==> src/rtl/ret_pkg.sv <==
// Package for the rotary encoder position tracker.
// Holds the item structs, the configuration struct and the register indexes.
// No dependencies.
package ret_pkg;

   localparam int unsigned CSR_ADDR_W = 4;

   localparam logic [1:0] REG_LOCKOUT     = 2'd0;
   localparam logic [1:0] REG_RANGE_LOW   = 2'd1;
   localparam logic [1:0] REG_RANGE_HIGH  = 2'd2;
   localparam logic [1:0] REG_START_POS   = 2'd3;

   localparam logic [15:0] LOCKOUT_RESET   = 16'd1000;
   localparam logic [15:0] RANGE_LOW_RESET = 16'h8000;
   localparam logic [15:0] RANGE_HIGH_RESET = 16'h7fff;
   localparam logic [15:0] START_POS_RESET = 16'h0000;

   typedef struct packed {
      logic [31:0] time_us;
      logic        pin_a;
      logic        pin_b;
      logic        switch_level;
      logic        clear_push;
   } req_type;

   typedef struct packed {
      logic signed [15:0] position;
      logic               changed;
      logic               pushed;
   } rsp_type;

   typedef struct packed {
      logic        [15:0] lockout_us;
      logic signed [15:0] range_low;
      logic signed [15:0] range_high;
   } cfg_type;

   typedef struct packed {
      logic               load;
      logic signed [15:0] value;
   } start_load_type;

endpackage

==> src/rtl/ret_csr.sv <==
// Configuration registers of the rotary encoder position tracker.
// APB-style write/read port; issues a load pulse on a start position write.
// Depends on ret_pkg.
module ret_csr (
   input  logic                            clock,
   input  logic                            reset,
   input  logic                            psel,
   input  logic                            penable,
   input  logic                            pwrite,
   input  logic [ret_pkg::CSR_ADDR_W-1:0]  paddr,
   input  logic [31:0]                     pwdata,
   output logic [31:0]                     prdata,
   output logic                            pready,
   output ret_pkg::cfg_type                cfg,
   output ret_pkg::start_load_type         start_load
);

   logic [15:0] lockout_ff;
   logic [15:0] range_low_ff;
   logic [15:0] range_high_ff;
   logic [15:0] start_pos_ff;
   logic        wr_en;
   logic [1:0]  wr_idx;

   assign pready = 1'b1;
   assign wr_en  = psel && penable && pwrite;
   assign wr_idx = paddr[3:2];

   always_ff @(posedge clock) begin
      if (reset) begin
         lockout_ff    <= ret_pkg::LOCKOUT_RESET;
         range_low_ff  <= ret_pkg::RANGE_LOW_RESET;
         range_high_ff <= ret_pkg::RANGE_HIGH_RESET;
         start_pos_ff  <= ret_pkg::START_POS_RESET;
      end else if (wr_en) begin
         case (wr_idx)
            ret_pkg::REG_LOCKOUT:    lockout_ff    <= pwdata[15:0];
            ret_pkg::REG_RANGE_LOW:  range_low_ff  <= pwdata[15:0];
            ret_pkg::REG_RANGE_HIGH: range_high_ff <= pwdata[15:0];
            ret_pkg::REG_START_POS:  start_pos_ff  <= pwdata[15:0];
            default: ;
         endcase
      end
   end

   always_comb begin
      case (paddr[3:2])
         ret_pkg::REG_LOCKOUT:    prdata = {16'd0, lockout_ff};
         ret_pkg::REG_RANGE_LOW:  prdata = {16'd0, range_low_ff};
         ret_pkg::REG_RANGE_HIGH: prdata = {16'd0, range_high_ff};
         ret_pkg::REG_START_POS:  prdata = {16'd0, start_pos_ff};
         default:                 prdata = 32'd0;
      endcase
   end

   assign cfg.lockout_us  = lockout_ff;
   assign cfg.range_low   = $signed(range_low_ff);
   assign cfg.range_high  = $signed(range_high_ff);

   assign start_load.load  = wr_en && (wr_idx == ret_pkg::REG_START_POS);
   assign start_load.value = $signed(pwdata[15:0]);

endmodule

==> src/rtl/ret_core.sv <==
// Decode core: lockout filter per pin, half-step counter with wrap,
// position follow, push flag and change report. Depends on ret_pkg.
module ret_core (
   input  logic                     clock,
   input  logic                     reset,
   input  ret_pkg::cfg_type         cfg,
   input  ret_pkg::start_load_type  start_load,
   input  logic                     step,
   input  ret_pkg::req_type         item,
   output ret_pkg::rsp_type         result
);

   logic               sa_prev_ff, sa_prev_in;
   logic               sb_prev_ff, sb_prev_in;
   logic               sig_a_ff, sig_a_in;
   logic               sig_b_ff, sig_b_in;
   logic [31:0]        acc_a_ff, acc_a_in;
   logic [31:0]        acc_b_ff, acc_b_in;
   logic signed [17:0] half_ff, half_in;
   logic signed [15:0] last_pos_ff, last_pos_in;
   logic signed [15:0] rep_pos_ff, rep_pos_in;
   logic               sw_prev_ff, sw_prev_in;
   logic               push_ff, push_in;

   logic [31:0]        delta_a;
   logic [31:0]        delta_b;
   logic               evt_a;
   logic               evt_b;
   logic signed [17:0] lo_w;
   logic signed [17:0] hi_w;
   logic signed [17:0] stepped;
   logic signed [17:0] wrapped;
   logic               changed;

   assign delta_a = item.time_us - acc_a_ff;
   assign delta_b = item.time_us - acc_b_ff;
   assign evt_a = (item.pin_a != sa_prev_ff) && (delta_a >= {16'd0, cfg.lockout_us})
                  && (item.pin_a != sig_a_ff);
   assign evt_b = (item.pin_b != sb_prev_ff) && (delta_b >= {16'd0, cfg.lockout_us})
                  && (item.pin_b != sig_b_ff);

   assign lo_w = $signed({cfg.range_low[15], cfg.range_low, 1'b0});
   assign hi_w = $signed({cfg.range_high[15], cfg.range_high, 1'b0});

   // count direction uses the B level accepted before this item
   assign stepped = (item.pin_a == sig_b_ff) ? half_ff + 18'sd1 : half_ff - 18'sd1;

   always_comb begin
      if (stepped >= hi_w + 18'sd2) begin
         wrapped = lo_w;
      end else if (stepped <= lo_w - 18'sd2) begin
         wrapped = hi_w;
      end else begin
         wrapped = stepped;
      end
   end

   always_comb begin
      push_in    = (item.clear_push ? 1'b0 : push_ff) | (sw_prev_ff & ~item.switch_level);
      sw_prev_in = item.switch_level;
      sa_prev_in = item.pin_a;
      sb_prev_in = item.pin_b;
      sig_a_in   = evt_a ? item.pin_a : sig_a_ff;
      acc_a_in   = evt_a ? item.time_us : acc_a_ff;
      sig_b_in   = evt_b ? item.pin_b : sig_b_ff;
      acc_b_in   = evt_b ? item.time_us : acc_b_ff;
      half_in    = evt_a ? wrapped : half_ff;
      last_pos_in = half_in[0] ? last_pos_ff : $signed(half_in[16:1]);
      changed    = (last_pos_in != rep_pos_ff) ? 1'b1 : push_in;
      rep_pos_in = last_pos_in;
   end

   assign result.position = last_pos_in;
   assign result.changed  = changed;
   assign result.pushed   = push_in;

   always_ff @(posedge clock) begin
      if (reset) begin
         sa_prev_ff  <= 1'b0;
         sb_prev_ff  <= 1'b0;
         sig_a_ff    <= 1'b1;
         sig_b_ff    <= 1'b1;
         acc_a_ff    <= 32'd0;
         acc_b_ff    <= 32'd0;
         half_ff     <= 18'sd0;
         last_pos_ff <= 16'sd0;
         rep_pos_ff  <= 16'sd0;
         sw_prev_ff  <= 1'b1;
         push_ff     <= 1'b0;
      end else if (start_load.load) begin
         half_ff     <= $signed({start_load.value[15], start_load.value, 1'b0});
         last_pos_ff <= start_load.value;
      end else if (step) begin
         sa_prev_ff  <= sa_prev_in;
         sb_prev_ff  <= sb_prev_in;
         sig_a_ff    <= sig_a_in;
         sig_b_ff    <= sig_b_in;
         acc_a_ff    <= acc_a_in;
         acc_b_ff    <= acc_b_in;
         half_ff     <= half_in;
         last_pos_ff <= last_pos_in;
         rep_pos_ff  <= rep_pos_in;
         sw_prev_ff  <= sw_prev_in;
         push_ff     <= push_in;
      end
   end

endmodule

==> src/rtl/rotary_encoder_position_tracker_top.sv <==
// Top level of the rotary encoder position tracker.
// Input register, decode core, result register and configuration registers.
// Depends on ret_pkg, ret_csr and ret_core.
//
// Usage:
//   req_* carries one encoder sample per item (time, pins A/B, switch, clear).
//   rsp_* returns one item per sample: position, changed and pushed.
//   An item moves on a channel at a clock edge with valid high and stall low.
//   Each item is held in the input register; the decode logic then writes the
//   result register, which drives rsp_*. Throughput is one item per cycle while
//   rsp_stall stays low; the decoder state updates as an item leaves the input
//   register, so the next item sees it right away.
//   When rsp_stall holds a waiting result, one more item may still enter the
//   input register; req_stall rises only while both registers are full.
//   Reset (synchronous) empties both registers, restores the register
//   defaults and the decoder state. Configuration writes complete in the
//   access cycle (pready is tied high); write only while no item is in flight.
module rotary_encoder_position_tracker_top (
   input  logic                            clock,
   input  logic                            reset,
   input  logic                            req_valid,
   output logic                            req_stall,
   input  ret_pkg::req_type                req_data,
   output logic                            rsp_valid,
   input  logic                            rsp_stall,
   output ret_pkg::rsp_type                rsp_data,
   input  logic                            psel,
   input  logic                            penable,
   input  logic                            pwrite,
   input  logic [ret_pkg::CSR_ADDR_W-1:0]  paddr,
   input  logic [31:0]                     pwdata,
   output logic [31:0]                     prdata,
   output logic                            pready
);

   ret_pkg::cfg_type        cfg;
   ret_pkg::start_load_type start_load;
   ret_pkg::req_type        in_data_ff;
   ret_pkg::rsp_type        result;
   ret_pkg::rsp_type        out_data_ff;
   logic                    in_valid_ff;
   logic                    out_valid_ff;
   logic                    out_ready;
   logic                    advance;
   logic                    in_ready;

   assign out_ready = !out_valid_ff || !rsp_stall;
   assign advance   = in_valid_ff && out_ready;
   assign in_ready  = !in_valid_ff || out_ready;
   assign req_stall = !in_ready;

   ret_csr u_csr (
      .clock      (clock),
      .reset      (reset),
      .psel       (psel),
      .penable    (penable),
      .pwrite     (pwrite),
      .paddr      (paddr),
      .pwdata     (pwdata),
      .prdata     (prdata),
      .pready     (pready),
      .cfg        (cfg),
      .start_load (start_load)
   );

   ret_core u_core (
      .clock      (clock),
      .reset      (reset),
      .cfg        (cfg),
      .start_load (start_load),
      .step       (advance),
      .item       (in_data_ff),
      .result     (result)
   );

   always_ff @(posedge clock) begin
      if (reset) begin
         in_valid_ff  <= 1'b0;
         out_valid_ff <= 1'b0;
      end else begin
         if (in_ready) begin
            in_valid_ff <= req_valid;
         end
         if (out_ready) begin
            out_valid_ff <= advance;
         end
      end
   end

   always_ff @(posedge clock) begin
      if (in_ready && req_valid) begin
         in_data_ff <= req_data;
      end
      if (advance) begin
         out_data_ff <= result;
      end
   end

   assign rsp_valid = out_valid_ff;
   assign rsp_data  = out_data_ff;

endmodule

==> config.mk <==
export PLATFORM = sky130hd
export DESIGN_NAME = rotary_encoder_position_tracker_top
export DESIGN_NICKNAME = d
export VERILOG_FILES = /design/src/rtl/ret_pkg.sv /design/src/rtl/ret_csr.sv /design/src/rtl/ret_core.sv /design/src/rtl/rotary_encoder_position_tracker_top.sv
export SDC_FILE = /design/constraint.sdc
export NUM_CORES = 1
export LEC_CHECK = 0
export BUFFER_PORTS_ARGS = -buffer_cell sky130_fd_sc_hd__clkbuf_2
export CORE_MARGIN = 1.5
export CORE_UTILIZATION = 30
export DETAILED_ROUTE_END_ITERATION = 7
export GPL_TIMING_DRIVEN = 1
export SLEW_MARGIN = 10
export SYNTH_ARGS = -nofsm -noshare
export SYNTH_HDL_FRONTEND = slang
export SYNTH_SLANG_ARGS = --single-unit
export TNS_END_PERCENT = 50
==> constraint.sdc <==
create_clock -name clock -period 8.7 [get_ports clock]
set_clock_uncertainty 0.2 [all_clocks]
set_input_delay 1.305 -clock clock [delete_from_list [all_inputs] [get_ports clock]]
set_output_delay 1.305 -clock clock [all_outputs]
set_load 0.005 [all_outputs]
==> Word level (Yosys, flattened, before mapping) <==
Index checks and enable logic that the tools add are counted.
{ "totals": {"ff_bits": 240, "input_bits": 79} }
{ "op_classes": {"n_eq_ne": 9, "n_mux": 11, "order_cmp": 4, "reduce_logical": 27, "n_bitwise": 4, "add_sub_neg": 6} }
{ "op_table": {"columns": ["operator", "count"], "rows": [
  ["case mux 32 bit (4 select lines)", 1],
  ["two-way mux 18 bit", 6],
  ["greater-or-equal comparator 32 x 16 -> 1 bit", 2],
  ["subtractor 32 bit", 2],
  ["two-way mux 16 bit", 3],
  ["adder 17 x 3 -> 18 bit, second input constant", 1],
  ["adder 18 x 2 -> 18 bit, second input constant", 1],
  ["greater-or-equal comparator 18 bit", 1],
  ["<= comparator 18 bit", 1],
  ["subtractor 17 x 3 -> 18 bit, second input constant", 1],
  ["subtractor 18 x 2 -> 18 bit, second input constant", 1],
  ["inequality test 16 bit", 1],
  ["AND reduction 2 bit", 6],
  ["logical AND 1 bit", 9],
  ["AND reduction 3 bit", 2],
  ["equality test 2 bit, second input constant", 2],
  ["zero test 1 bit", 4],
  ["inequality test 1 bit", 4],
  ["nonzero test 2 bit", 2],
  ["equality test 2 x 1 -> 1 bit, second input constant", 1],
  ["zero test 2 bit", 1],
  ["logical OR 1 bit", 2],
  ["inverter 1 bit", 2],
  ["OR reduction 2 bit", 1],
  ["4 further kinds", 4]
]} }

==> Logic depth before layout (Yosys ltp) <==
Gate-level depths: netlist of the first run.
{ "depth": {"word_depth": 9, "ltp_mapped": 28, "mapped_depth_nobuf": 26} }

==> Modules after synthesis <==
A second synthesis of the first run with hierarchy kept.
{ "hier_totals": {"hier_cells": 2105, "hier_area_um2": 17634.4} }
{ "by_module_without_submodules": {"columns": ["mod", "cells_each", "n_inst", "area_each_um2"], "rows": [
  ["ret_core", 1736, 1, 12700.9],
  ["ret_csr", 305, 1, 3225.6],
  ["rotary_encoder_position_tracker_top", 64, 1, 1707.9]
]} }

==> Worst setup path before layout of the first run <==
No wires, ideal clock.
{ "synth_path": {"kind": "reg-to-reg", "start": "reg in_data_ff[3] (netlist name)", "end": "reg out_data_ff, in the netlist rsp_data[1], data pin", "stages_incl_launch_ff": 27, "n_path_buf": 3, "required_time_ns": 8.229, "synth_period_minus_slack_ns": 6.406, "arrival_time_ns": 5.936, "setup_slack_ns": 2.294, "setup_time_ns": 0.271, "path_cell_list": "edfxtp_1 -> xor2_1 -> ha_1 -> a21o_1 -> a21oi_1 -> o21bai_1 -> a21o_1 -> a21oi_1 -> xnor2_1 -> ha_1 -> o2111ai_1 -> a21oi_1 -> a211o_1 -> maj3_1 -> maj3_1 -> o221ai_1 -> and4_1 -> clkbuf_1 -> nand2_1 -> o31a_2 -> buf_6 -> buf_6 -> o32ai_1 -> nor3_1 -> nand4b_1 -> nor4_1 -> nand4_1"} }
{ "synth_between": {"elab_chain_cells": 8, "elab_cells_between_ends": 13, "classes_between": "order compare (2); eq/ne (4); mux (5); reduce/logical (2)"} }
{ "synth_rtl": {"columns": ["item", "line_no", "text"], "rows": [
  ["start, declared", "rotary_encoder_position_tracker_top.sv:38", "ret_pkg::req_type in_data_ff;"],
  ["start signal, assigned", "rotary_encoder_position_tracker_top.sv:92", "in_data_ff <= req_data;"],
  ["equality test 1 bit", "ret_core.sv:46", "assign stepped = (item.pin_a == sig_b_ff) ? half_ff + 18'sd1 : half_ff - 18'sd1;"],
  ["two-way mux 18 bit", "ret_core.sv:46", null],
  ["<= comparator 18 bit", "ret_core.sv:51", "end else if (stepped <= lo_w - 18'sd2) begin"],
  ["two-way mux 18 bit", "ret_core.sv:51", null],
  ["two-way mux 18 bit", "ret_core.sv:49", "if (stepped >= hi_w + 18'sd2) begin"],
  ["two-way mux 18 bit (*)", "ret_core.sv:67", "half_in = evt_a ? wrapped : half_ff;"],
  ["two-way mux 16 bit (*)", "ret_core.sv:68", "last_pos_in = half_in[0] ? last_pos_ff : $signed(half_in[16:1]);"],
  ["inequality test 16 bit (*)", "ret_core.sv:69", "changed = (last_pos_in != rep_pos_ff) ? 1'b1 : push_in;"],
  ["end signal, assigned", "rotary_encoder_position_tracker_top.sv:95", "out_data_ff <= result;"],
  ["end, declared", "rotary_encoder_position_tracker_top.sv:40", "ret_pkg::rsp_type out_data_ff;"]
]} }
Mark *: on every way between the ends. The rest lies on a longest branch, timed or not. The select of a mux whose other input is x is not followed.
A chain may end at the register's enable or synchronous reset.

==> Worst setup path after layout of the first run <==
{ "layout_path": {"start": "reg in_data_ff[4] (netlist name)", "end": "reg u_core.acc_b_ff[9]"} }
{ "layout_between": {"elab_chain_cells": 5} }
{ "layout_rtl": {"columns": ["item", "line_no", "text"], "rows": [
  ["subtractor 32 bit", "ret_core.sv:36", "assign delta_b = item.time_us - acc_b_ff;"],
  ["greater-or-equal comparator 32 x 16 -> 1 bit", "ret_core.sv:39", "assign evt_b = (item.pin_b != sb_prev_ff) && (delta_b >= {16'd0, cfg.lockout_us})"],
  ["logical AND 1 bit", "ret_core.sv:39", null],
  ["logical AND 1 bit", "ret_core.sv:40", "&& (item.pin_b != sig_b_ff);"],
  ["AND reduction 3 bit (no line)", null, null],
  ["end signal, assigned", "ret_core.sv:99", "acc_b_ff <= acc_b_in;"],
  ["end, declared", "ret_core.sv:18", "logic [31:0] acc_b_ff, acc_b_in;"]
]} }
No other way between the ends.

==> key figures, run 1 <==
STA
  • Worst-margin pin slew: 1210 ps
  • Post-route minimum period: 7350 ps
  • Final hold vios: 0
  • Setup_tns: 0 ps
  • WHS: 254 ps
  • Slew headroom: 18.8%
  • Final setup fails: 0
  • Highest clock rate: 136 MHz
  • RSZ-0062 raised after global routing: no
  • Final Max Tran Viols: 0
  • Fin crit share: 84.5%
  • Fin worst setup slack: 1350 ps

Floorplanning
  • Chip Height: 238 µm
  • Die Area: 56500 µm²
  • Core ar.: 54100 µm²
  • Initial Util: 30.5%
  • Io pins: 132
  • DIE WIDTH: 238 µm
  • Standard-cell row count: 85

Synth
  • Cells after Synth: 1973
  • Seq/Total Area, Yosys: 32.3%
  • Synth warnings: 0
  • Dominant synthesized flop cell: dfxtp_1
  • Mean Syn Cell Area: 8.38 µm²
  • Yosys cell types: 90
  • Mapped cell area: 16500 µm²
  • Async S/R FF share, synth: 0%
  • Yosys reg bits: 240
  • Post-synth EDFFs: 54

Drt
  • Top Layer Used: met4
  • Post-Route WL: 49.2 mm
  • Remaining DRCs: 0
  • 1st-iter DRT viols: 1212
  • Via count: 14500
  • Met3 WL: 3.49 mm
  • Number of routed nets with antenna violations: 0
  • First-pass detailed-route iteration total: 5
  • Metal-1 WL: 23.7 mm
  • DR WL met2: 21.2 mm
  • Vias per inst: 5.30
  • Wire per inst: 18.0 µm

Cells and area
  • Fin nets: 2241
  • Non-filler instance count after layout: 2738
  • Multi-input logic area: 10300 µm²
  • Commonest non-fill, non-tap cells in the layout: nand2_1 (258), dfxtp_1 (186), nor2_1 (179)
  • Most common cell after layout, fill and taps aside: nand2_1
  • FF/Latch Area: 5350 µm²
  • Fraction of layout cells with a size suffix above 1: 10.4%
  • Filler cells: 5583
  • # diodes: 0
  • Area growth syn-to-layout: 11.8%

Min path
  • HP Class: register to register
  • Hold Path Cell Cnt: 2

Clock tree
  • CTS tree: yes
  • Num CTS Buffers: 27
  • Clock root cell: clkbuf_16
  • Clk_lat worst skew: 560 ps
  • Max clock buf depth: 3
  • Post-CTS Resized: 0
  • Worst-path clk slew: 60 ps
  • Clock sinks: 240
  • H-tree depth: 1
  • Cts-stage hold buffer count: 0
  • Setup Buffers After CTS: 0

Placed design
  • GPL Wtd Cong: 0.895
  • Port bufs: 96
  • Worst slack, placed: 1390 ps
  • Dpl hpwl: 37.5 mm
  • Placed cell count: 2689

Critical path
  • CP Class: register to register
  • Data required, critical path: 8880 ps
  • R2R depth: 27
  • Worst EP arrival: 7540 ps
  • Crit end category: register
  • Crit start category: register
  • CP Max Fanout: 34

Power
  • Leak: 7.47 nW
  • VDD IR max: 0.147 mV
  • PD cells: 167 nW/µm²
  • Tot Pwr: 3.08 mW

Global routing
  • First-pass GRT wire length: 76.9 mm
  • Total congestion overflow: 0
  • Initial antenna violation count: 0
  • Largest net degree at the start of global routing: 82
  • Tot GR Track Use: 17.1%
  • Vias in the first global route: 13600

Outcome
  • Status: complete, no violations

Job
  • Maxcap violations: 0
[stage by stage]
step	util [%]	cell area, µm²
after detailed placement	32.4	17600
after global placement	32.4	17600
after CTS	34.1	18500
final	34.1	18500
after floorplan	-	16600
after global routing	34.1	18500
[cell type report]
| class | count | area share, % |
|---|---|---|
| flip-flops and latches | 240 | 28.9 |
| well taps | 696 | 4.71 |
| clock buffers | 42 | 4.63 |
| inverters | 134 | 2.72 |
| repair buffers | 110 | 3.18 |
| clock inverters | 7 | 0.352 |
| multi-input cells | 1509 | 55.5 |
[layer usage]
metal  up-vias  track usage, %
met2       450            26.7
li1       7091               -
met5         -               0
met1      6924            24.8
met4         0            3.17
met3        52            2.64
[logic make-up after synthesis]
kind of cell	share of synthesized area, %
flops	32.3
fa+ha+maj	11.1
buf+inv	6.11
compound gates	19.2
mux	7.94
simple gates	18.5
xor+xnor	4.85
other cells	0.0454
[registers in the layout, summed over array words and instances (netlist names)]
| signal | count |
|---|---|
| u_csr.start_pos_ff | 16 |
| u_csr.lockout_ff | 16 |
| u_core.last_pos_ff | 16 |
| u_core.sb_prev_ff | 1 |
| u_core.acc_b_ff | 32 |
| u_core.rep_pos_ff | 16 |
| rsp_data | 18 |
| u_core.sw_prev_ff | 1 |
| u_csr.range_high_ff | 16 |
| u_core.sig_a_ff | 1 |
| u_core.push_ff | 1 |
| in_valid_ff | 1 |
| u_core.acc_a_ff | 32 |
| u_csr.range_low_ff | 16 |
| in_data_ff | 36 |
| rsp_valid | 1 |
| u_core.sa_prev_ff | 1 |
| u_core.half_ff | 18 |
| u_core.sig_b_ff | 1 |
[synthesized netlist by cell type (5+ instances only)]
master | number | area, µm²
o31ai_1 | 11 | 82.6
edfxtp_1 | 54 | 1620
and2_1 | 24 | 150
and4_1 | 5 | 43.8
a311oi_1 | 10 | 87.6
o21a_1 | 18 | 135
nor3_1 | 38 | 190
nor4_1 | 10 | 62.6
o2111ai_1 | 5 | 43.8
mux2i_1 | 85 | 851
o211ai_1 | 31 | 233
a21oi_1 | 167 | 836
buf_1 | 6 | 22.5
a2111oi_0 | 7 | 61.3
xnor2_1 | 56 | 490
mux2_2 | 9 | 101
and3_1 | 10 | 62.6
nor3b_1 | 7 | 52.6
inv_1 | 134 | 503
clkbuf_1 | 63 | 236
o21bai_1 | 11 | 82.6
nor2b_1 | 17 | 106
a21boi_0 | 9 | 67.6
or3_1 | 7 | 43.8
a211oi_1 | 20 | 150
buf_2 | 14 | 70.1
nor2_1 | 180 | 676
nand2_1 | 258 | 968
ha_1 | 137 | 1710
buf_4 | 17 | 128
mux4_2 | 16 | 360
nand3_1 | 40 | 200
nand4_1 | 17 | 106
nand2b_1 | 24 | 150
or2_2 | 12 | 75.1
xor2_1 | 33 | 289
a211o_1 | 8 | 70.1
a221oi_1 | 5 | 43.8
dfxtp_1 | 186 | 3720
o21ai_0 | 67 | 335
a21o_1 | 37 | 278
a31oi_1 | 17 | 106
[critical path, stage by stage, from the launching register on]
cell,delay (ps)
edfxtp_1,410
inv_1,100
ha_1,180
inv_1,60
fa_1,400
a21o_1,180
a21oi_1,240
o21bai_1,120
a2111oi_0,700
nor2_1,140
a21o_1,210
a21oi_1,200
nand2b_1,180
o21ai_0,120
xor2_1,240
ha_1,290
and3_1,200
a31oi_1,300
nand3_1,110
a2111oi_0,470
o2111a_1,320
o2111ai_1,110
a211o_1,260
nor4b_1,380
a311o_2,240
buf_4,470
mux2i_1,250
nor2_1,60
[power breakdown]
| part | leakage (nW) | total (mW) | switching [mW] | internal (mW) |
|---|---|---|---|---|
| combinational | 4.99 | 0.692 | 0.425 | 0.267 |
| sequential | 2.03 | 1.21 | 0.0328 | 1.18 |
| clock | 0.459 | 1.18 | 0.473 | 0.704 |
[path summary, 6_finish.rpt]
kind / slack, ps / endpoint / startpoint
max: 1350 / u_core.acc_b_ff[9]$_SDFFE_PP0P_ / in_data_ff[4]$_DFFE_PP_
min: 250 / u_csr.start_pos_ff[6]$_SDFFE_PP0P_ / u_csr.start_pos_ff[6]$_SDFFE_PP0P_
max reg2reg: 1350 / u_core.acc_b_ff[9]$_SDFFE_PP0P_ / in_data_ff[4]$_DFFE_PP_
min reg2reg: 250 / u_csr.start_pos_ff[6]$_SDFFE_PP0P_ / u_csr.start_pos_ff[6]$_SDFFE_PP0P_
(Power assumes the default switching activity.)
==> run 2, diff against run 1 <==
==> constraint.sdc (replaced) <==
create_clock -name clock -period 6.35 [get_ports clock]
set_clock_uncertainty 0.2 [all_clocks]
set_input_delay 0.9525 -clock clock [delete_from_list [all_inputs] [get_ports clock]]
set_output_delay 0.9525 -clock clock [all_outputs]
set_load 0.005 [all_outputs]
==> key figures, run 2 (synthesized netlist as in run 1, its figures left out) <==
Drt
  • Wire per inst: 18.3 µm (+1.9%)
  • Vias per inst: 5.24 (-1.1%)
  • 1st-iter DRT viols: 1125 (-7.2%)
  • Post-Route WL: 53.2 mm (+8.1%)
  • Via count: 15200 (+5.0%)
  • First-pass detailed-route iteration total: 5 (unchanged)
  • Remaining DRCs: 0 (unchanged)
  • Number of routed nets with antenna violations: 0 (unchanged)

Clock tree
  • Max clock buf depth: 3 (unchanged)
  • Clk_lat worst skew: 600 ps (+40 ps)
  • Cts-stage hold buffer count: 0 (unchanged)
  • Worst-path clk slew: 60 ps (about the same)
  • Num CTS Buffers: 30 (+11%)
  • Clock root cell: clkbuf_16
  • H-tree depth: 1 (unchanged)
  • CTS tree: yes
  • Clock sinks: 240 (unchanged)

Floorplanning
  • Chip Height: 238 µm (unchanged)
  • Initial Util: 30.5% (unchanged)
  • Io pins: 132 (unchanged)
  • Core ar.: 54100 µm² (unchanged)
  • DIE WIDTH: 238 µm (unchanged)
  • Standard-cell row count: 85 (unchanged)
  • Die Area: 56500 µm² (unchanged)

Global routing
  • Largest net degree at the start of global routing: 57 (-30%)
  • Initial antenna violation count: 0 (unchanged)
  • Vias in the first global route: 14700 (+7.7%)
  • First-pass GRT wire length: 82.4 mm (+7.1%)
  • Total congestion overflow: 0 (unchanged)
  • Tot GR Track Use: 18.4% (+1.3 points)

Cells and area
  • Most flops, register: in_data_ff
  • Multi-input logic area: 10700 µm² (+4.4%)
  • Max reg flops: 36 (unchanged)
  • Post-route cell area: 20500 µm² (+11%)
  • FF/Latch Area: 5350 µm² (unchanged)
  • Filler cells: 5490 (-1.7%)
  • Largest registers: in_data_ff: 36 flops, u_core.acc_a_ff: 32 flops, u_core.acc_b_ff: 32 flops
  • Commonest non-fill, non-tap cells in the layout: nand2_1 (255), dfxtp_1 (186), nor2_1 (177)
  • Final core occ: 37.9% (+3.7 points)
  • Fraction of layout cells with a size suffix above 1: 20.2% (+9.8 points)
  • Area growth syn-to-layout: 24.1%
  • Fin nets: 2406 (+7.4%)
  • # diodes: 0 (unchanged)
  • Most common cell after layout, fill and taps aside: nand2_1

Critical path
  • Worst EP arrival: 6480 ps (-1060 ps)
  • CP max-delay cell: edfxtp_1
  • Crit end category: register
  • CP Class: register to register
  • CP Max Fanout: 7 (-79%)
  • CP most frequent cell: buf_4
  • Data required, critical path: 6480 ps (-2400 ps)
  • Crit start category: register
  • R2R depth: 28 (+3.7%)
  • CP max stage delay: 440 ps (-260 ps)

STA
  • Post-route minimum period: 6350 ps (-1010 ps)
  • RSZ-0062 raised after global routing: yes
  • WHS: 256 ps (+1.57 ps)
  • Final setup fails: 0 (unchanged)
  • Slew headroom: 22.4% (+3.6 points)
  • Fin crit share: 100% (+15 points)
  • Final Max Tran Viols: 0 (unchanged)
  • Highest clock rate: 158 MHz (+16%)
  • Worst-margin pin slew: 1160 ps (-54.5 ps)
  • Final hold vios: 0 (unchanged)

Min path
  • HP Class: register to register
  • Hold Path Cell Cnt: 2 (unchanged)

Power
  • VDD IR max: 0.262 mV (+78%)
  • Combinational power share: 25.0% (+2.5 points)
  • Net Sw Frac: 30.0% (-0.23 points)
  • P_sw: 1.42 mW (+53%)
  • Sequential share of power: 35.0% (-4.3 points)
  • Pint: 3.32 mW (+54%)
  • Leak: 8.49 nW (+14%)
  • PD cells: 231 nW/µm² (+39%)
  • Clock power frac: 40.0% (+1.8 points)

Placed design
  • Placed Instance Area: 18500 µm² (+5.2%)
  • GPL Wtd Cong: 0.953 (+6.5%)
  • Port bufs: 96 (unchanged)
  • Dpl hpwl: 40.1 mm (+6.7%)

Job
  • Maxcap violations: 0 (unchanged)

Outcome
  • Status: complete, no violations
## run 2: power groups by stage
stage / Clock [mW] / Combinational, mW / Sequential (mW)
3_5_place_dp: 0 / 1.05 / 1.69
2_1_floorplan: 0 / 0.682 / 1.67
5_1_grt: 2.00 / 1.30 / 1.66
4_1_cts: 1.94 / 1.12 / 1.66
3_3_place_gp: 0 / 1.05 / 1.69
6_report: 1.90 / 1.18 / 1.66
## run 2: path summary, 6_finish.rpt
kind	start	endpoint	slack, ps
max reg2reg	in_data_ff[3]$_DFFE_PP_	rsp_data[1]$_SDFFCE_PP1P_	0.9
min reg2reg	u_core.rep_pos_ff[3]$_SDFFE_PP0P_	u_core.rep_pos_ff[3]$_SDFFE_PP0P_	260
min	u_core.rep_pos_ff[3]$_SDFFE_PP0P_	u_core.rep_pos_ff[3]$_SDFFE_PP0P_	260
max	in_data_ff[3]$_DFFE_PP_	rsp_data[1]$_SDFFCE_PP1P_	0.9
## run 2: final cells by class
| cell class | instances | area share [%] |
|---|---|---|
| Clock inverter | 16 | 1.29 |
| Clock buffer | 39 | 4.08 |
| Inverter | 134 | 2.45 |
| Multi-Input combinational cell | 1510 | 52.2 |
| Tap cell | 696 | 4.25 |
| Sequential cell | 240 | 26.1 |
| Timing Repair Buffer | 271 | 9.64 |
## run 2: through the flow
| stage | setup WS (ps) | power, mW | std cells | setup TNS [ps] |
|---|---|---|---|---|
| after floorplan | 238 | 2.35 | 1988 | 0 |
| after global routing | -232 | 4.96 | 2906 | -6400 |
| final | 0.857 | 4.74 | 2906 | 0 |
| after global placement | -326 | 2.73 | 2804 | -10320 |
| after detailed placement | -531 | 2.74 | 2804 | -16560 |
| after CTS | 1.19 | 4.72 | 2885 | 0 |
## run 2: critical path: cells and delay by family, from the launching register on
| family | cells | cell delay (ps) |
|---|---|---|
| flip-flops | 1 | 440 |
| adder cells (fa/ha/maj) | 3 | 910 |
| multiplexers | 1 | 310 |
| AND/OR/NAND/NOR | 6 | 860 |
| AO/OA/AOI/OAI | 11 | 2110 |
| buffers and inverters | 6 | 930 |
| XOR/XNOR | 1 | 320 |
## run 2: per-layer routing
layer	vias to the layer above	GRT usage, %	share of wire (%)
li1	7426	-	-
met1	7295	26.3	48
met2	447	28.7	43
met3	71	3.03	6.3
met4	0	4.48	2.5
met5	-	0	0
## run 2: repair_timing
action / CTS / global route
endpoints found under the hold margin: 0 / 0
pin swaps: 31 / 53
cloned: 3 / 1
setup buffers: 23 / 20
gates resized for setup: 60 / 44
endpoints found under the setup margin: 34 / 35
==> run 3, diff against run 2 <==
--- a/config.mk
+++ b/config.mk
@@ -7,7 +7,7 @@
 export LEC_CHECK = 0
 export BUFFER_PORTS_ARGS = -buffer_cell sky130_fd_sc_hd__clkbuf_2
 export CORE_MARGIN = 1.5
-export CORE_UTILIZATION = 30
+export CORE_UTILIZATION = 35
 export DETAILED_ROUTE_END_ITERATION = 7
 export GPL_TIMING_DRIVEN = 1
 export SLEW_MARGIN = 10
==> key figures, run 3 (synthesized netlist as in run 1, its figures left out) <==
Cells and area
  • # diodes: 0 (unchanged)
  • Most common cell after layout, fill and taps aside: nand2_1
  • Largest registers: in_data_ff: 36 flops, u_core.acc_a_ff: 32 flops, u_core.acc_b_ff: 32 flops
  • Max reg flops: 36 (unchanged)
  • Area growth syn-to-layout: 23.1%
  • Post-route cell area: 20400 µm² (-0.77%)
  • Fin nets: 2404 (-0.083%)
  • Non-filler instance count after layout: 2815 (-3.1%)
  • Final core occ: 43.7% (+5.8 points)
  • Most flops, register: in_data_ff
  • Fraction of layout cells with a size suffix above 1: 20.7% (+0.56 points)
  • Commonest non-fill, non-tap cells in the layout: nand2_1 (257), dfxtp_1 (186), nor2_1 (178)

Power
  • Leak: 8.49 nW (about the same)
  • Tot Pwr: 4.60 mW (-2.9%)
  • VDD IR max: 0.193 mV (-26%)
  • PD cells: 226 nW/µm² (-2.1%)

Floorplanning
  • DIE WIDTH: 220 µm (-7.3%)
  • Chip Height: 220 µm (-7.3%)
  • Io pins: 132 (unchanged)
  • Initial Util: 35.5% (+5.0 points)
  • Standard-cell row count: 79 (-7.1%)
  • Die Area: 48500 µm² (-14%)
  • Core ar.: 46600 µm² (-14%)

Drt
  • Wire per inst: 18.4 µm (+0.67%)
  • 1st-iter DRT viols: 1023 (-9.1%)
  • First-pass detailed-route iteration total: 5 (unchanged)
  • Remaining DRCs: 0 (unchanged)
  • Number of routed nets with antenna violations: 0 (unchanged)
  • Vias per inst: 5.43 (+3.6%)
  • Via count: 15300 (+0.35%)
  • Post-Route WL: 51.9 mm (-2.5%)

Placed design
  • Placed cell count: 2718 (-3.1%)
  • Port bufs: 96 (unchanged)
  • Placed Instance Area: 18400 µm² (-0.35%)
  • Dpl hpwl: 38.7 mm (-3.5%)
  • Worst slack, placed: -287 ps (+244 ps)
  • GPL Wtd Cong: 0.929 (-2.6%)

STA
  • Final Max Tran Viols: 0 (unchanged)
  • Final setup fails: 0 (unchanged)
  • Post-route minimum period: 6290 ps (-56.6 ps)
  • Worst-margin pin slew: 1210 ps (+50.0 ps)
  • Slew headroom: 19.1% (-3.3 points)
  • Final hold vios: 0 (unchanged)
  • Setup_tns: 0 ps (unchanged)
  • Highest clock rate: 159 MHz (+0.90%)
  • WHS: 252 ps (-4.07 ps)
  • RSZ-0062 raised after global routing: yes
  • Fin worst setup slack: 57.5 ps (+56.6 ps)
  • Fin crit share: 99.1% (-0.89 points)

Clock tree
  • H-tree depth: 1 (unchanged)
  • Clock root cell: clkbuf_16
  • CTS tree: yes
  • Max clock buf depth: 3 (unchanged)
  • Num CTS Buffers: 29 (-3.3%)
  • Clock sinks: 240 (unchanged)
  • Clk_lat worst skew: 580 ps (-20 ps)
  • Worst-path clk slew: 60 ps (about the same)
  • Cts-stage hold buffer count: 0 (unchanged)

Global routing
  • Met2 Track Usage GR: 32.4% (+3.7 points)
  • Tot GR Track Use: 20.4% (+2.0 points)
  • First-pass GRT wire length: 78.0 mm (-5.3%)
  • Initial antenna violation count: 0 (unchanged)
  • GR Layer Usage met1: 28.7% (+2.4 points)
  • Vias in the first global route: 14200 (-3.1%)
  • Routing usage on met3: 2.94% (-0.089 points)
  • Total congestion overflow: 0 (unchanged)
  • GRT busiest layer: met2
  • Largest net degree at the start of global routing: 90 (+58%)

Critical path
  • Crit start category: register
  • Data required, critical path: 6450 ps (-30 ps)
  • CP Class: register to register
  • Crit end category: register
  • Crit path max-delay family: compound AO/OA/AOI/OAI gates
  • CP max stage delay: 480 ps (+40 ps)
  • CP Max Fanout: 7 (unchanged)
  • CP max-delay cell: edfxtp_1
  • Worst EP arrival: 6390 ps (-90 ps)
  • Worst Path Buf+Inv: 5 (-1)

Outcome
  • Status: complete, no violations

Min path
  • HP Class: register to register

Job
  • Maxcap violations: 0 (unchanged)
run 3: cell count changes in the layout (fill, tap and decap cells not counted), sizes merged:
cell      previous run  this run
clkinv               7        10
bufinv               6         3
clkbuf             135       136
inv                135       137
maj3                 5         6
buf                175       171
clkinvlp             2         0
run 3: worst paths after layout:
kind | from | end | slack (ps) | cells past startpoint
worst max register to register | in_data_ff[3]$_DFFE_PP_ | rsp_data[1]$_SDFFCE_PP1P_ | 60 | 27
worst max-delay path | in_data_ff[3]$_DFFE_PP_ | rsp_data[1]$_SDFFCE_PP1P_ | 60 | 27
worst min register to register | u_csr.start_pos_ff[6]$_SDFFE_PP0P_ | u_csr.start_pos_ff[6]$_SDFFE_PP0P_ | 250 | 2
worst min-delay path | u_csr.start_pos_ff[6]$_SDFFE_PP0P_ | u_csr.start_pos_ff[6]$_SDFFE_PP0P_ | 250 | 2
run 3: layout make-up:
class / instances / area [µm²]
clock buffers: 38 / 833
clock inverters: 16 / 165
fillers: 4531 / 26200
inverters: 134 / 505
multi-input cells: 1511 / 10800
flip-flops and latches: 240 / 5350
well taps: 607 / 759
repair buffers: 269 / 1930
run 3: worst reg2reg max path, cell delays in order, from the launching register on:
cell      delay, ps
edfxtp_1        480
xor2_4          320
buf_6           190
ha_1            250
buf_4           160
a21o_1          220
o21bai_2        210
a21o_1          190
a21oi_2         170
xnor2_2         120
buf_4           160
ha_1            290
o21ai_0          80
a21oi_1         190
o41ai_2         120
a21oi_2         190
maj3_2          210
a21oi_2          60
o21a_1          240
maj3_4          420
buf_6           150
mux2_4          320
o32ai_4         310
nor3_2           60
nand4b_1        200
nor4_2          290
buf_4           160
nand4_1          90
run 3: where the power goes:
group          total (mW)  leakage [nW]  switching (mW)  internal, mW
clock                1.74         0.503           0.691          1.05
sequential           1.66          2.03          0.0432          1.61
combinational        1.21          5.96           0.671         0.540
run 3: what timing repair did:
action                                  in CTS  in global routing
hold endpoints to repair                     0                  0
cloned                                       2                  3
endpoints found under the setup margin      34                 45
gates resized for setup                     31                 94
setup buffers                               13                 26
pin swaps                                   18                 70
run 3: per-layer routing:
metal | vias to the layer above | part of all wire [%]
met5 | - | 0
met4 | 0 | 2.6
met3 | 81 | 6.8
met2 | 465 | 45
met1 | 7323 | 46
li1 | 7424 | -
